--- config.mk ---
export PLATFORM = sky130hd
export DESIGN_NAME = min_badness_line_breaker
export DESIGN_NICKNAME = d
export VERILOG_FILES = /design/src/design/mblb_pkg.sv /design/src/design/mblb_ram.sv /design/src/design/mblb_div.sv /design/src/design/mblb_dp.sv /design/src/design/mblb_ctrl.sv /design/src/design/min_badness_line_breaker.sv
export SDC_FILE = /design/constraint.sdc
export NUM_CORES = 2
export LEC_CHECK = 0
export ABC_AREA = 1
export BUFFER_PORTS_ARGS = -buffer_cell sky130_fd_sc_hd__buf_2
export CAP_MARGIN = 25
export CELL_PAD_IN_SITES_DETAIL_PLACEMENT = 0
export CELL_PAD_IN_SITES_GLOBAL_PLACEMENT = 2
export CORE_MARGIN = 8
export CORE_UTILIZATION = 45
export DETAILED_ROUTE_END_ITERATION = 16
export PLACE_DENSITY_LB_ADDON = 0.2
export SYNTH_ARGS = -nofsm -noshare
export SYNTH_HDL_FRONTEND = slang
export SYNTH_SLANG_ARGS = --single-unit
--- constraint.sdc ---
create_clock -name clock -period 5.8 [get_ports clock]
set_clock_uncertainty 0.1 [all_clocks]
set_input_delay 1.16 -clock clock [delete_from_list [all_inputs] [get_ports clock]]
set_output_delay 1.16 -clock clock [all_outputs]
set_load 0.05 [all_outputs]
--- src/design/mblb_pkg.sv ---
package mblb_pkg;

   localparam int MaxWords       = 64;
   localparam int SoloCost       = 500;
   localparam int LenW           = 7;
   localparam int LineW          = 8;
   localparam int CostW          = 23;
   localparam int TotalW         = 22;
   localparam int LineWidthReset = 80;
   localparam int ReqDataW       = 8;
   localparam int RspDataW       = 56;

   typedef struct packed {
      logic load;
      logic start;
      logic row_init;
      logic eval;
      logic mul1;
      logic mul2;
      logic cmp;
      logic wr;
      logic elat;
      logic eload;
      logic enext;
   } dp_cmd_type;

   typedef struct packed {
      logic k_is_one;
      logic fit;
      logic more;
      logic i_zero;
      logic div_done;
      logic last_line;
   } dp_status_type;

endpackage

--- src/design/mblb_ram.sv ---
module mblb_ram #(
   parameter int WIDTH = 8,
   parameter int DEPTH = 64
) (
   input  logic                     clock,
   input  logic                     we,
   input  logic [$clog2(DEPTH)-1:0] waddr,
   input  logic [WIDTH-1:0]         wdata,
   input  logic [$clog2(DEPTH)-1:0] raddr,
   output logic [WIDTH-1:0]         rdata
);

   logic [WIDTH-1:0] mem [DEPTH];
   logic [WIDTH-1:0] rdata_ff;

   always_ff @(posedge clock) begin
      if (we) begin
         mem[waddr] <= wdata;
      end
      rdata_ff <= mem[raddr];
   end

   assign rdata = rdata_ff;

endmodule

--- src/design/mblb_div.sv ---
module mblb_div #(
   parameter int DW = 8,
   parameter int VW = 6
) (
   input  logic          clock,
   input  logic          reset,
   input  logic          start,
   input  logic [DW-1:0] dividend,
   input  logic [VW-1:0] divisor,
   output logic [DW-1:0] quotient,
   output logic [VW-1:0] remainder,
   output logic          done
);

   localparam int NW = $clog2(DW + 1);

   logic [DW-1:0] quo_ff, quo_in;
   logic [VW-1:0] rem_ff, rem_in;
   logic [VW-1:0] dvs_ff, dvs_in;
   logic [NW-1:0] cnt_ff, cnt_in;
   logic          done_ff, done_in;
   logic [VW:0]   shifted;
   logic [VW:0]   diff;
   logic          ge;

   assign shifted = {rem_ff, quo_ff[DW-1]};
   assign ge      = shifted >= {1'b0, dvs_ff};
   assign diff    = shifted - {1'b0, dvs_ff};

   always_comb begin
      quo_in  = quo_ff;
      rem_in  = rem_ff;
      dvs_in  = dvs_ff;
      cnt_in  = cnt_ff;
      done_in = 1'b0;
      if (start) begin
         quo_in = dividend;
         rem_in = '0;
         dvs_in = divisor;
         cnt_in = NW'(DW);
      end else if (cnt_ff != '0) begin
         quo_in  = {quo_ff[DW-2:0], ge};
         rem_in  = ge ? diff[VW-1:0] : shifted[VW-1:0];
         cnt_in  = cnt_ff - 1'b1;
         done_in = (cnt_ff == NW'(1));
      end
   end

   always_ff @(posedge clock) begin
      if (reset) begin
         cnt_ff  <= '0;
         done_ff <= 1'b0;
      end else begin
         cnt_ff  <= cnt_in;
         done_ff <= done_in;
      end
      quo_ff <= quo_in;
      rem_ff <= rem_in;
      dvs_ff <= dvs_in;
   end

   assign quotient  = quo_ff;
   assign remainder = rem_ff;
   assign done      = done_ff;

endmodule

--- src/design/mblb_dp.sv ---
module mblb_dp #(
   parameter int MAX_WORDS = mblb_pkg::MaxWords
) (
   input  logic                              clock,
   input  logic                              reset,
   input  mblb_pkg::dp_cmd_type              cmd,
   output mblb_pkg::dp_status_type           status,
   input  logic [mblb_pkg::LenW-1:0]         word_length,
   input  logic [mblb_pkg::LineW-1:0]        line_width,
   output logic [mblb_pkg::RspDataW-1:0]     rsp_data,
   output logic                              rsp_last
);

   import mblb_pkg::*;

   localparam int AW = $clog2(MAX_WORDS);
   localparam int CW = $clog2(MAX_WORDS + 1);
   localparam int GW = AW;

   logic [CW-1:0]     wl_ff, wl_in, n_ff, n_in, k_ff, k_in, pos_ff, pos_in;
   logic [CW-1:0]     bcnt_ff, bcnt_in, ecnt_ff, ecnt_in;
   logic [AW-1:0]     i_ff, i_in;
   logic              ovf_ff, ovf_in;
   logic [8:0]        used_ff, used_in;
   logic [CostW-1:0]  best_ff, best_in, costk_ff, costk_in, total_ff, total_in;
   logic [LineW-1:0]  bslack_ff, bslack_in, slack_ff, slack_in;
   logic [GW-1:0]     gaps_ff, gaps_in;
   logic [15:0]       q2_ff, q2_in;
   logic [8+GW:0]     tr_ff, tr_in;
   logic [TotalW-1:0] bad_ff, bad_in;
   logic [RspDataW-1:0] rsp_ff, rsp_in;
   logic              last_ff, last_in;

   logic [CW-1:0]     ik_sum, wl_next, eg;
   logic [LenW-1:0]   len_q;
   logic [CostW-1:0]  cost_q, cost_rd;
   logic [CW-1:0]     cnt_q;
   logic [LineW-1:0]  slack_q;
   logic [8:0]        used_new;
   logic [LineW-1:0]  slack_new;
   logic [CostW:0]    cand;
   logic              div_start;
   logic [LineW-1:0]  div_dvd, div_q;
   logic [GW-1:0]     div_dvs, div_r;
   logic              div_done;
   logic              len_we;
   logic [5:0]        o_first, o_ngc;
   logic [6:0]        o_cnt;
   logic [7:0]        o_ng;

   assign ik_sum    = CW'(i_ff) + k_ff;
   assign cost_rd   = (ik_sum == n_ff) ? '0 : cost_q;
   assign used_new  = used_ff + 9'(len_q) + 9'd1;
   assign slack_new = LineW'(9'(line_width) - used_new);
   assign len_we    = cmd.load && (wl_ff < CW'(MAX_WORDS));
   assign wl_next   = len_we ? wl_ff + 1'b1 : wl_ff;
   assign cand      = {1'b0, costk_ff} + (CostW + 1)'(bad_ff);
   assign eg        = ecnt_ff - 1'b1;

   assign div_start = cmd.eval | cmd.elat;
   assign div_dvd   = cmd.eval ? slack_new : slack_q;
   assign div_dvs   = cmd.eval ? GW'(k_ff - 1'b1)
                    : ((cnt_q > CW'(1)) ? GW'(cnt_q - 1'b1) : GW'(1));

   mblb_ram #(.WIDTH(LenW), .DEPTH(MAX_WORDS)) u_len_ram (
      .clock(clock), .we(len_we), .waddr(wl_ff[AW-1:0]), .wdata(word_length),
      .raddr(AW'(ik_sum - 1'b1)), .rdata(len_q)
   );

   mblb_ram #(.WIDTH(CostW), .DEPTH(MAX_WORDS)) u_cost_ram (
      .clock(clock), .we(cmd.wr), .waddr(i_ff), .wdata(best_ff),
      .raddr(AW'(ik_sum)), .rdata(cost_q)
   );

   mblb_ram #(.WIDTH(CW), .DEPTH(MAX_WORDS)) u_count_ram (
      .clock(clock), .we(cmd.wr), .waddr(i_ff), .wdata(bcnt_ff),
      .raddr(AW'(pos_ff)), .rdata(cnt_q)
   );

   mblb_ram #(.WIDTH(LineW), .DEPTH(MAX_WORDS)) u_slack_ram (
      .clock(clock), .we(cmd.wr), .waddr(i_ff), .wdata(bslack_ff),
      .raddr(AW'(pos_ff)), .rdata(slack_q)
   );

   mblb_div #(.DW(LineW), .VW(GW)) u_div (
      .clock(clock), .reset(reset), .start(div_start), .dividend(div_dvd),
      .divisor(div_dvs), .quotient(div_q), .remainder(div_r), .done(div_done)
   );

   always_comb begin
      wl_in     = wl_ff;
      ovf_in    = ovf_ff;
      n_in      = n_ff;
      i_in      = i_ff;
      k_in      = k_ff;
      pos_in    = pos_ff;
      used_in   = used_ff;
      best_in   = best_ff;
      bcnt_in   = bcnt_ff;
      bslack_in = bslack_ff;
      costk_in  = costk_ff;
      slack_in  = slack_ff;
      gaps_in   = gaps_ff;
      q2_in     = q2_ff;
      tr_in     = tr_ff;
      bad_in    = bad_ff;
      total_in  = total_ff;
      ecnt_in   = ecnt_ff;
      rsp_in    = rsp_ff;
      last_in   = last_ff;
      o_first   = 6'(pos_ff);
      o_cnt     = 7'(ecnt_ff);
      o_ng      = '0;
      o_ngc     = '0;
      if (cmd.load) begin
         wl_in = wl_next;
         if (!len_we) begin
            ovf_in = 1'b1;
         end
      end
      if (cmd.start) begin
         n_in = wl_next;
         i_in = AW'(wl_next - 1'b1);
         k_in = CW'(1);
      end
      if (cmd.row_init) begin
         best_in   = cost_rd + CostW'(SoloCost);
         bcnt_in   = CW'(1);
         bslack_in = '0;
         used_in   = 9'(len_q);
         k_in      = k_ff + 1'b1;
      end
      if (cmd.eval) begin
         used_in  = used_new;
         slack_in = slack_new;
         costk_in = cost_rd;
         gaps_in  = GW'(k_ff - 1'b1);
      end
      if (cmd.mul1) begin
         q2_in = 16'(div_q) * 16'(div_q);
         tr_in = (9 + GW)'({div_q, 1'b1}) * (9 + GW)'(div_r);
      end
      if (cmd.mul2) begin
         bad_in = TotalW'(q2_ff * TotalW'(gaps_ff)) + TotalW'(tr_ff);
      end
      if (cmd.cmp) begin
         if (cand <= (CostW + 1)'(best_ff)) begin
            best_in   = cand[CostW-1:0];
            bcnt_in   = k_ff;
            bslack_in = slack_ff;
         end
         k_in = k_ff + 1'b1;
      end
      if (cmd.wr) begin
         if (i_ff == '0) begin
            total_in = best_ff;
            pos_in   = '0;
         end else begin
            i_in = i_ff - 1'b1;
            k_in = CW'(1);
         end
      end
      if (cmd.elat) begin
         ecnt_in = cnt_q;
      end
      if (cmd.eload) begin
         if (ecnt_ff > CW'(1)) begin
            o_ng  = div_q + 8'd1;
            o_ngc = 6'(eg - CW'(div_r));
         end
         rsp_in  = {6'd0, ovf_ff, total_ff[TotalW-1:0], o_ngc, o_ng, o_cnt, o_first};
         last_in = (pos_ff + ecnt_ff) >= n_ff;
      end
      if (cmd.enext) begin
         pos_in = pos_ff + ecnt_ff;
         if (last_ff) begin
            wl_in  = '0;
            ovf_in = 1'b0;
         end
      end
   end

   always_ff @(posedge clock) begin
      if (reset) begin
         wl_ff  <= '0;
         ovf_ff <= 1'b0;
      end else begin
         wl_ff  <= wl_in;
         ovf_ff <= ovf_in;
      end
      n_ff      <= n_in;
      i_ff      <= i_in;
      k_ff      <= k_in;
      pos_ff    <= pos_in;
      used_ff   <= used_in;
      best_ff   <= best_in;
      bcnt_ff   <= bcnt_in;
      bslack_ff <= bslack_in;
      costk_ff  <= costk_in;
      slack_ff  <= slack_in;
      gaps_ff   <= gaps_in;
      q2_ff     <= q2_in;
      tr_ff     <= tr_in;
      bad_ff    <= bad_in;
      total_ff  <= total_in;
      ecnt_ff   <= ecnt_in;
      rsp_ff    <= rsp_in;
      last_ff   <= last_in;
   end

   assign status.k_is_one  = (k_ff == CW'(1));
   assign status.fit       = used_new <= 9'(line_width);
   assign status.more      = ik_sum < n_ff;
   assign status.i_zero    = (i_ff == '0);
   assign status.div_done  = div_done;
   assign status.last_line = last_ff;

   assign rsp_data = rsp_ff;
   assign rsp_last = last_ff;

endmodule

--- src/design/mblb_ctrl.sv ---
module mblb_ctrl (
   input  logic                    clock,
   input  logic                    reset,
   input  logic                    req_tvalid,
   input  logic                    req_tlast,
   output logic                    req_tready,
   output logic                    rsp_tvalid,
   input  logic                    rsp_tready,
   input  mblb_pkg::dp_status_type status,
   output mblb_pkg::dp_cmd_type    cmd
);

   import mblb_pkg::*;

   typedef enum logic [11:0] {
      S_LOAD  = 12'b0000_0000_0001,
      S_RD    = 12'b0000_0000_0010,
      S_EVAL  = 12'b0000_0000_0100,
      S_DIV   = 12'b0000_0000_1000,
      S_MUL1  = 12'b0000_0001_0000,
      S_MUL2  = 12'b0000_0010_0000,
      S_CMP   = 12'b0000_0100_0000,
      S_WR    = 12'b0000_1000_0000,
      S_ERD   = 12'b0001_0000_0000,
      S_ELAT  = 12'b0010_0000_0000,
      S_EWAIT = 12'b0100_0000_0000,
      S_EOUT  = 12'b1000_0000_0000
   } state_type;

   state_type state_ff, state_in;
   logic      accept;

   assign req_tready = (state_ff == S_LOAD);
   assign rsp_tvalid = (state_ff == S_EOUT);
   assign accept     = req_tvalid & req_tready;

   always_comb begin
      state_in = state_ff;
      cmd      = '0;
      case (state_ff)
         S_LOAD: begin
            cmd.load  = accept;
            cmd.start = accept & req_tlast;
            if (accept && req_tlast) begin
               state_in = S_RD;
            end
         end
         S_RD: begin
            state_in = S_EVAL;
         end
         S_EVAL: begin
            if (status.k_is_one) begin
               cmd.row_init = 1'b1;
               state_in     = status.more ? S_RD : S_WR;
            end else if (status.fit) begin
               cmd.eval = 1'b1;
               state_in = S_DIV;
            end else begin
               state_in = S_WR;
            end
         end
         S_DIV: begin
            if (status.div_done) begin
               state_in = S_MUL1;
            end
         end
         S_MUL1: begin
            cmd.mul1 = 1'b1;
            state_in = S_MUL2;
         end
         S_MUL2: begin
            cmd.mul2 = 1'b1;
            state_in = S_CMP;
         end
         S_CMP: begin
            cmd.cmp  = 1'b1;
            state_in = status.more ? S_RD : S_WR;
         end
         S_WR: begin
            cmd.wr   = 1'b1;
            state_in = status.i_zero ? S_ERD : S_RD;
         end
         S_ERD: begin
            state_in = S_ELAT;
         end
         S_ELAT: begin
            cmd.elat = 1'b1;
            state_in = S_EWAIT;
         end
         S_EWAIT: begin
            if (status.div_done) begin
               cmd.eload = 1'b1;
               state_in  = S_EOUT;
            end
         end
         S_EOUT: begin
            if (rsp_tready) begin
               cmd.enext = 1'b1;
               state_in  = status.last_line ? S_LOAD : S_ERD;
            end
         end
         default: begin
            state_in = S_LOAD;
         end
      endcase
   end

   always_ff @(posedge clock) begin
      if (reset) begin
         state_ff <= S_LOAD;
      end else begin
         state_ff <= state_in;
      end
   end

endmodule

--- src/design/min_badness_line_breaker.sv ---
// input: one word per cycle while loading; after the last word the planner
// evaluates candidate lines word by word; a candidate line that overruns the width
// ends the row, one that fits passes the 8-step divider and two multiply stages
// output: one line held in the output register until the receiver takes it
// reset: synchronous, active high; clears the fsm, word count and overflow,
// line_width returns to 80
module min_badness_line_breaker #(
   parameter int MAX_WORDS = mblb_pkg::MaxWords
) (
   input  logic                               clock,
   input  logic                               reset,
   input  logic                               req_tvalid,
   output logic                               req_tready,
   input  logic [mblb_pkg::ReqDataW-1:0]      req_tdata,  // word_length
   input  logic                               req_tlast,
   output logic                               rsp_tvalid,
   input  logic                               rsp_tready,
   // first_word, word_count, narrow_gap, narrow_gap_count, total_cost, overflow
   output logic [mblb_pkg::RspDataW-1:0]      rsp_tdata,
   output logic                               rsp_tlast,
   input  logic                               csr_we,
   input  logic [mblb_pkg::LineW-1:0]         csr_wdata
);

   import mblb_pkg::*;

   dp_cmd_type         cmd;
   dp_status_type      status;
   logic [LineW-1:0]   width_ff, width_in;

   assign width_in = csr_we ? csr_wdata : width_ff;

   always_ff @(posedge clock) begin
      if (reset) begin
         width_ff <= LineW'(LineWidthReset);
      end else begin
         width_ff <= width_in;
      end
   end

   mblb_ctrl u_ctrl (
      .clock(clock), .reset(reset),
      .req_tvalid(req_tvalid), .req_tlast(req_tlast), .req_tready(req_tready),
      .rsp_tvalid(rsp_tvalid), .rsp_tready(rsp_tready),
      .status(status), .cmd(cmd)
   );

   mblb_dp #(.MAX_WORDS(MAX_WORDS)) u_dp (
      .clock(clock), .reset(reset), .cmd(cmd), .status(status),
      .word_length(req_tdata[LenW-1:0]), .line_width(width_ff),
      .rsp_data(rsp_tdata), .rsp_last(rsp_tlast)
   );

   a_no_overlap: assert property (@(posedge clock) disable iff (reset)
      rsp_tvalid |-> !req_tready) else $error("input ready while result pending");

   a_count_nonzero: assert property (@(posedge clock) disable iff (reset)
      rsp_tvalid |-> (rsp_tdata[12:6] != 7'd0)) else $error("line with no words");

   a_ready_after_reset: assert property (@(posedge clock)
      reset |=> req_tready) else $error("not ready after reset");

endmodule
* After elaboration in Yosys (flattened, before gate mapping)
Memories as Yosys holds them, arrays and structs flattened. A register that Yosys moved wholly into a read port is not among the register bits. Index checks and enable logic that the tools add are counted.
Operators by class: $mul 3, reductions and logical operators 13, muxes and demuxes 67, bitwise logic cells 4, add/sub/neg operators 20, magnitude comparators 8, equality and inequality tests 19
Operator list (number):
- 12-bit case mux with 12 select lines | 1
- 7-bit two-way mux | 15
- 23-bit two-way mux | 4
- 8-bit two-way mux | 8
- 12-bit two-way mux | 5
- 6-bit two-way mux | 6
- 9-bit two-way mux | 4
- 6-bit by 1-bit subtractor with 6-bit output, second input constant | 6
- 23-bit by 22-bit adder with 24-bit output | 1
- 24-bit by 23-bit <= comparator with 1-bit output | 1
- 23-bit by 9-bit adder with 23-bit output, second input constant | 1
- 22-bit by 15-bit adder with 22-bit output | 1
- 16-bit by 6-bit multiplier with 22-bit output | 1
- 1-bit two-way mux | 20
- 8-bit by 8-bit multiplier with 16-bit output | 1
- 9-bit by 6-bit multiplier with 15-bit output | 1
- 7-bit by 1-bit adder with 7-bit output, second input constant | 2
- 7-bit by 1-bit greater-than comparator with 1-bit output, second input constant | 2
- 12-bit by 1-bit == test with 1-bit output, second input constant | 1
- 12-bit by 10-bit == test with 1-bit output, second input constant | 1
- 12-bit by 11-bit == test with 1-bit output, second input constant | 1
- 12-bit == test, second input constant | 1
- 12-bit by 2-bit == test with 1-bit output, second input constant | 1
- 12-bit by 3-bit == test with 1-bit output, second input constant | 1
- 37 further kinds | 48
Word-level totals: register bits 297, output and inout port bits 59, logic and storage cells 167, memories kept 4, input port bits 22, memory bits (writable) 2880
Memory list:
- u_dp.u_cost_ram.mem | words 64, bits a word 23, read ports 1, clocked after memory_dff 1, write ports 1, RTL line mblb_ram.sv:13 | logic [WIDTH-1:0] mem [DEPTH];
- u_dp.u_slack_ram.mem | words 64, bits a word 8, read ports 1, clocked after memory_dff 1, write ports 1, RTL line mblb_ram.sv:13
- u_dp.u_count_ram.mem | words 64, bits a word 7, read ports 1, clocked after memory_dff 1, write ports 1, RTL line mblb_ram.sv:13
- u_dp.u_len_ram.mem | words 64, bits a word 7, read ports 1, clocked after memory_dff 1, write ports 1, RTL line mblb_ram.sv:13

* Depth between registers and ports, before layout
word-level depth 10, gate-level depth with buffers 29, mapped depth without buffers 29

* Cells and area by module
A second synthesis with hierarchy kept.
Second synthesis, totals: cells, all modules 12739, area, all modules 141130.4 um^2
By module, submodules not included:
- mblb_ram at u_dp.u_cost_ram | times used 1, area each 59935.0 um^2, cells an instance 5014, sequential area each 44662.8 um^2
- mblb_ram at u_dp.u_count_ram ... | times used 2, area each 18545.3 um^2, cells an instance 1590, sequential area each 13593.0 um^2
- mblb_ram at u_dp.u_slack_ram | times used 1, area each 21339.2 um^2, cells an instance 1805, sequential area each 15534.9 um^2
- mblb_dp | times used 1, area each 20139.3 um^2, cells an instance 2376, sequential area each 6946.7 um^2
- mblb_div | times used 1, area each 1392.6 um^2, cells an instance 169, sequential area each 640.6 um^2
- mblb_ctrl | times used 1, area each 917.1 um^2, cells an instance 148, sequential area each 240.2 um^2
- min_badness_line_breaker | times used 1, area each 316.6 um^2, cells an instance 47, sequential area each 160.2 um^2

* Worst setup path after synthesis
No wires, ideal clock.
kind reg2reg, start point reg u_dp.u_div.quo_ff[2] (netlist: u_dp.u_div.quotient[2]), end point reg u_dp.q2_ff[14], data pin, data arrival time 4.159 ns, cell stages (with the launch flop) 20, data required time 5.440 ns, period minus slack after synthesis 4.519 ns, buffers on the path 2, setup slack 1.281 ns, library setup time 0.260 ns, cells stage by stage edfxtp_1 -> clkbuf_1 -> clkbuf_1 -> nand2_1 -> inv_1 -> fa_1 -> fa_1 -> fa_1 -> inv_1 -> fa_1 -> inv_1 -> ha_1 -> nand2_1 -> o21ai_0 -> a21oi_1 -> o21ai_0 -> a21oi_1 -> nor2_1 -> nor2_1 -> xor2_1
Between the ends: word-level cells in the longest chain between the ends 1
RTL lines:
- from (decl) | RTL line mblb_div.sv:17 | logic [DW-1:0] quo_ff, quo_in;
- from (signal assigned) | RTL line mblb_div.sv:57 | quo_ff <= quo_in;
- 8-bit by 8-bit multiplier with 16-bit output | RTL line mblb_dp.sv:140 | q2_in = 16'(div_q) * 16'(div_q);
- to (signal assigned) | RTL line mblb_dp.sv:202 | q2_ff <= q2_in;
- to (decl) | RTL line mblb_dp.sv:28 | logic [15:0] q2_ff, q2_in;
No other way between the ends. A chain may end at the register's enable or synchronous reset.

* Worst setup path in the final report
start point reg u_dp.gaps_ff[3], end point reg u_dp.bad_ff[16], data pin
Between the ends: word-level cells in the longest chain between the ends 2
RTL lines:
- from (decl) | RTL line mblb_dp.sv:27 | logic [GW-1:0] gaps_ff, gaps_in;
- from (signal assigned) | RTL line mblb_dp.sv:201 | gaps_ff <= gaps_in;
- 16-bit by 6-bit multiplier with 22-bit output | RTL line mblb_dp.sv:144 | bad_in = TotalW'(q2_ff * TotalW'(gaps_ff)) + TotalW'(tr_ff);
- 22-bit by 15-bit adder with 22-bit output | RTL line mblb_dp.sv:144
- to (signal assigned) | RTL line mblb_dp.sv:204 | bad_ff <= bad_in;
- to (decl) | RTL line mblb_dp.sv:30 | logic [TotalW-1:0] bad_ff, bad_in;
No other way between the ends.

==> metrics <==
status complete, no violations; routed via count 89,740; Met2 Routed Length 188.9 mm; total gr overflow 0; Fin Hold WS 0.3205 ns; Resized Gates After CTS 0; PwrDens 526.8 nW/um^2; initial antenna violation count 10; Area contributors post-synth edfxtp_1 68%, o21ai_0 5.5%, nor2_1 5.5%, nand2_1 2.3%, o22ai_1 2.0%; H-tree level count 5; final setup fails 0; row count 202; routed wire length per instance 26.40 um; switch share 0.3902; number of synthesized flops with an enable pin 3,086; sequential share of power 0.337; FF/Latch Area 95,420 sq um; Post-DP HPWL 235.4 mm; RSZ-0062 raised after global routing no; largest net degree at the start of global routing 172; P_sw 0.03147 W; commonest non-fill, non-tap cells in the layout 3,086 x edfxtp_1, 1,941 x nor2_1, 1,505 x o21ai_0; Data arrival, critical path 5.62 ns; Crit path max-delay family adder cells; fillers 25,790; TritonCTS Buffers 345; Die Y 566.3 um; top-area cell type share of the netlist area 0.6799; total wire length 405.6 mm; worst stage delay on the critical path 0.57 ns; Fin. Hold Viols 0; Multi-input gate area 36,350 sq um; first-pass GRT wire length 589.9 mm; post-CTS setup buffer count 0; setup ws final 0.7111 ns; setup TNS 0 ns; share of cells above drive strength 1 0.09182; clock sinks 3,221; LEAKAGE 50.43 nW; max cap viols 0; register area share after synthesis 0.6997; highest metal used met4; CTS Root Cell clkbuf_16; asr flop ratio synth 0; post-place setup slack 0.8616 ns; Post-CTS Hold Buffers 0; WP data required 6.33 ns; Synth Cell Area 136,300 sq um; synth warn 0; number of I/O pins 81; 1st-pass router iterations 8; DRT antenna net count 0; Logic pwr share 0.397; most common cell after layout, fill and taps aside edfxtp_1; fin nets 11,470; DR iter-0 viols 8,746; post-synthesis register bit count 3,221; Peak Freq 196.5 MHz; most used cell, CP fa_1; final period utilization 0.8774; met3 WL 26.48 mm; die area 320,700 sq um; Max-slew headroom 0.2523; Met1 Routed Length 176.7 mm; Core Util, Final 0.5069; Initial Utilization 0.4513; slew at the pin closest to its max-slew limit 1.119 ns; Core Box Area 302,000 sq um; launching element type of the critical path flip-flop; Crit. End Element flip-flop; routed vias/inst 5.843; Port Buffers 73; Cell Int Power 0.04918 W; worst path bufs/invs 2; Mapped Avg Cell Area 12.33 sq um; drt drc 0; clock power share 0.266; count of cell types in the netlist 64; crit-path max FO 10; worst skew pair latency 0.91 ns; Top FF cell, synth edfxtp_1; CTS clk-pin slew, worst paths 0.06 ns; worst setup path category reg2reg; slowest CP cell fa_1; TritonCTS clock tree yes; final worst path period need 5.089 ns; Die W 566.3 um; Peak VDD IR 847.3 uV; Mapped Cells 11,050; gp weighted congestion 0.8361; Longest Clk Path Bufs 4; worst hold path class reg2reg; GRT Total Usage 0.2431; vias in the first global route 87,050; Max Slew Vio Count 0; Area Growth Syn to Fin 12.33%; Reg2Reg Setup Slack 0.71 ns; CP Cell Sequence buf_4, nand2_1, inv_1, fa_1, fa_1, fa_1, fa_1, ha_1, a21oi_1, o21ai_0, nor3b_1, o21bai_1, nand2_1, nand2_1, xor2_1; cell taking the most area after synthesis edfxtp_1
-- power by group through the flow --
| stage | Combinational [W] | Clock, W | Sequential, W |
|---|---|---|---|
| floorplan | 0.0209 | 0 | 0.0275 |
| global placement | 0.0317 | 0 | 0.0276 |
| detailed placement | 0.0321 | 0 | 0.0276 |
| CTS | 0.0322 | 0.0218 | 0.0271 |
| global route | 0.0354 | 0.0226 | 0.0272 |
| finish | 0.0320 | 0.0215 | 0.0271 |
-- path summary, 6_finish.rpt --
path / startpoint / endpoint / cells past startpoint
max: u_dp.gaps_ff[3] / u_dp.bad_ff[16] / 15
min: u_dp.total_ff[12] / u_dp.rsp_data[39] / 0
max reg2reg: u_dp.gaps_ff[3] / u_dp.bad_ff[16] / 15
min reg2reg: u_dp.total_ff[12] / u_dp.rsp_data[39] / 0
-- metrics by stage --
stage                     std cells  instance area, sq um  power [W]
final                         15360                153100    0.08065
after global placement        14720                141900    0.05931
after floorplan               11060                136300    0.04840
after global routing          15360                153100    0.08521
after detailed placement      14730                142000    0.05971
after CTS                     15350                152900    0.08117
-- synthesized netlist by cell type, drive strengths merged, types with 24 or more instances --
library cell and n:
inv 584, o21ai 1603, buf 247, fa 127, nand3 312, nor2 2019, xnor2 27, nor3 40
o21bai 24, o221ai 222, edfxtp 3086, a21oi 255, nand2 855, o22ai 444, clkbuf 435, a211oi 30
o211ai 45, ha 213, xor2 82, nand4 25, o32ai 108, dfxtp 135, a31oi 51
-- registers in the layout (all words and copies together) (netlist names), 8 cells and up --
| register | count |
|---|---|
| u_dp.bslack_ff | 8 |
| width_ff | 8 |
| u_dp.u_len_ram.mem | 448 |
| u_dp.bad_ff | 22 |
| u_dp.q2_ff | 15 |
| u_dp.costk_ff | 23 |
| u_dp.u_div.quotient | 8 |
| u_dp.u_cost_ram.rdata | 23 |
| u_dp.total_ff | 22 |
| u_dp.used_ff | 9 |
| u_dp.u_count_ram.mem | 448 |
| u_dp.u_slack_ram.mem | 512 |
| u_dp.u_slack_ram.rdata | 8 |
| u_dp.u_cost_ram.mem | 1472 |
| u_dp.slack_ff | 8 |
| u_ctrl.state_ff | 12 |
| u_dp.rsp_data | 50 |
| u_dp.tr_ff | 15 |
| u_dp.best_ff | 23 |
-- cell type report --
type,count,share of cell area
Tap cell,3978,0.03251
Antenna cell,1,0.00001634
Multi-Input combinational cell,6570,0.2374
Sequential cell,3221,0.6233
Clock inverter,185,0.01068
Clock buffer,439,0.06048
Inverter,586,0.01463
Timing Repair Buffer,380,0.02100
-- metal layers --
layer  GRT usage  vias up
li1            -    40320
met2      0.3955     3138
met1      0.3436    45680
met3     0.02888      600
met5           0        -
met4     0.07567        0
-- cells by family (layout without fill, tap and decap cells) --
logic type / Yosys count / count (layout) / share of synthesized area
other: 2 / 11 / 0.00005510
adder cells (fa/ha/maj): 340 / 340 / 0.03821
XOR/XNOR: 109 / 109 / 0.007280
buffers and inverters: 1268 / 1590 / 0.03789
flip-flops: 3221 / 3221 / 0.6997
AND/OR/NAND/NOR: 3282 / 3282 / 0.09606
multiplexers: 6 / 6 / 0.0004407
AO/OA/AOI/OAI: 2823 / 2823 / 0.1203
-- worst reg2reg max path, stage by stage (launching register included) --
cell and delay, ns:
edfxtp_1 0.53, buf_4 0.25, nand2_1 0.07, inv_1 0.06
fa_1 0.57, fa_1 0.45, fa_1 0.52, fa_1 0.43
ha_1 0.36, a21oi_1 0.26, o21ai_0 0.18, nor3b_1 0.55
o21bai_1 0.18, nand2_1 0.10, nand2_1 0.07, xor2_1 0.16
Note: power is estimated with default switching activity, not from simulation.
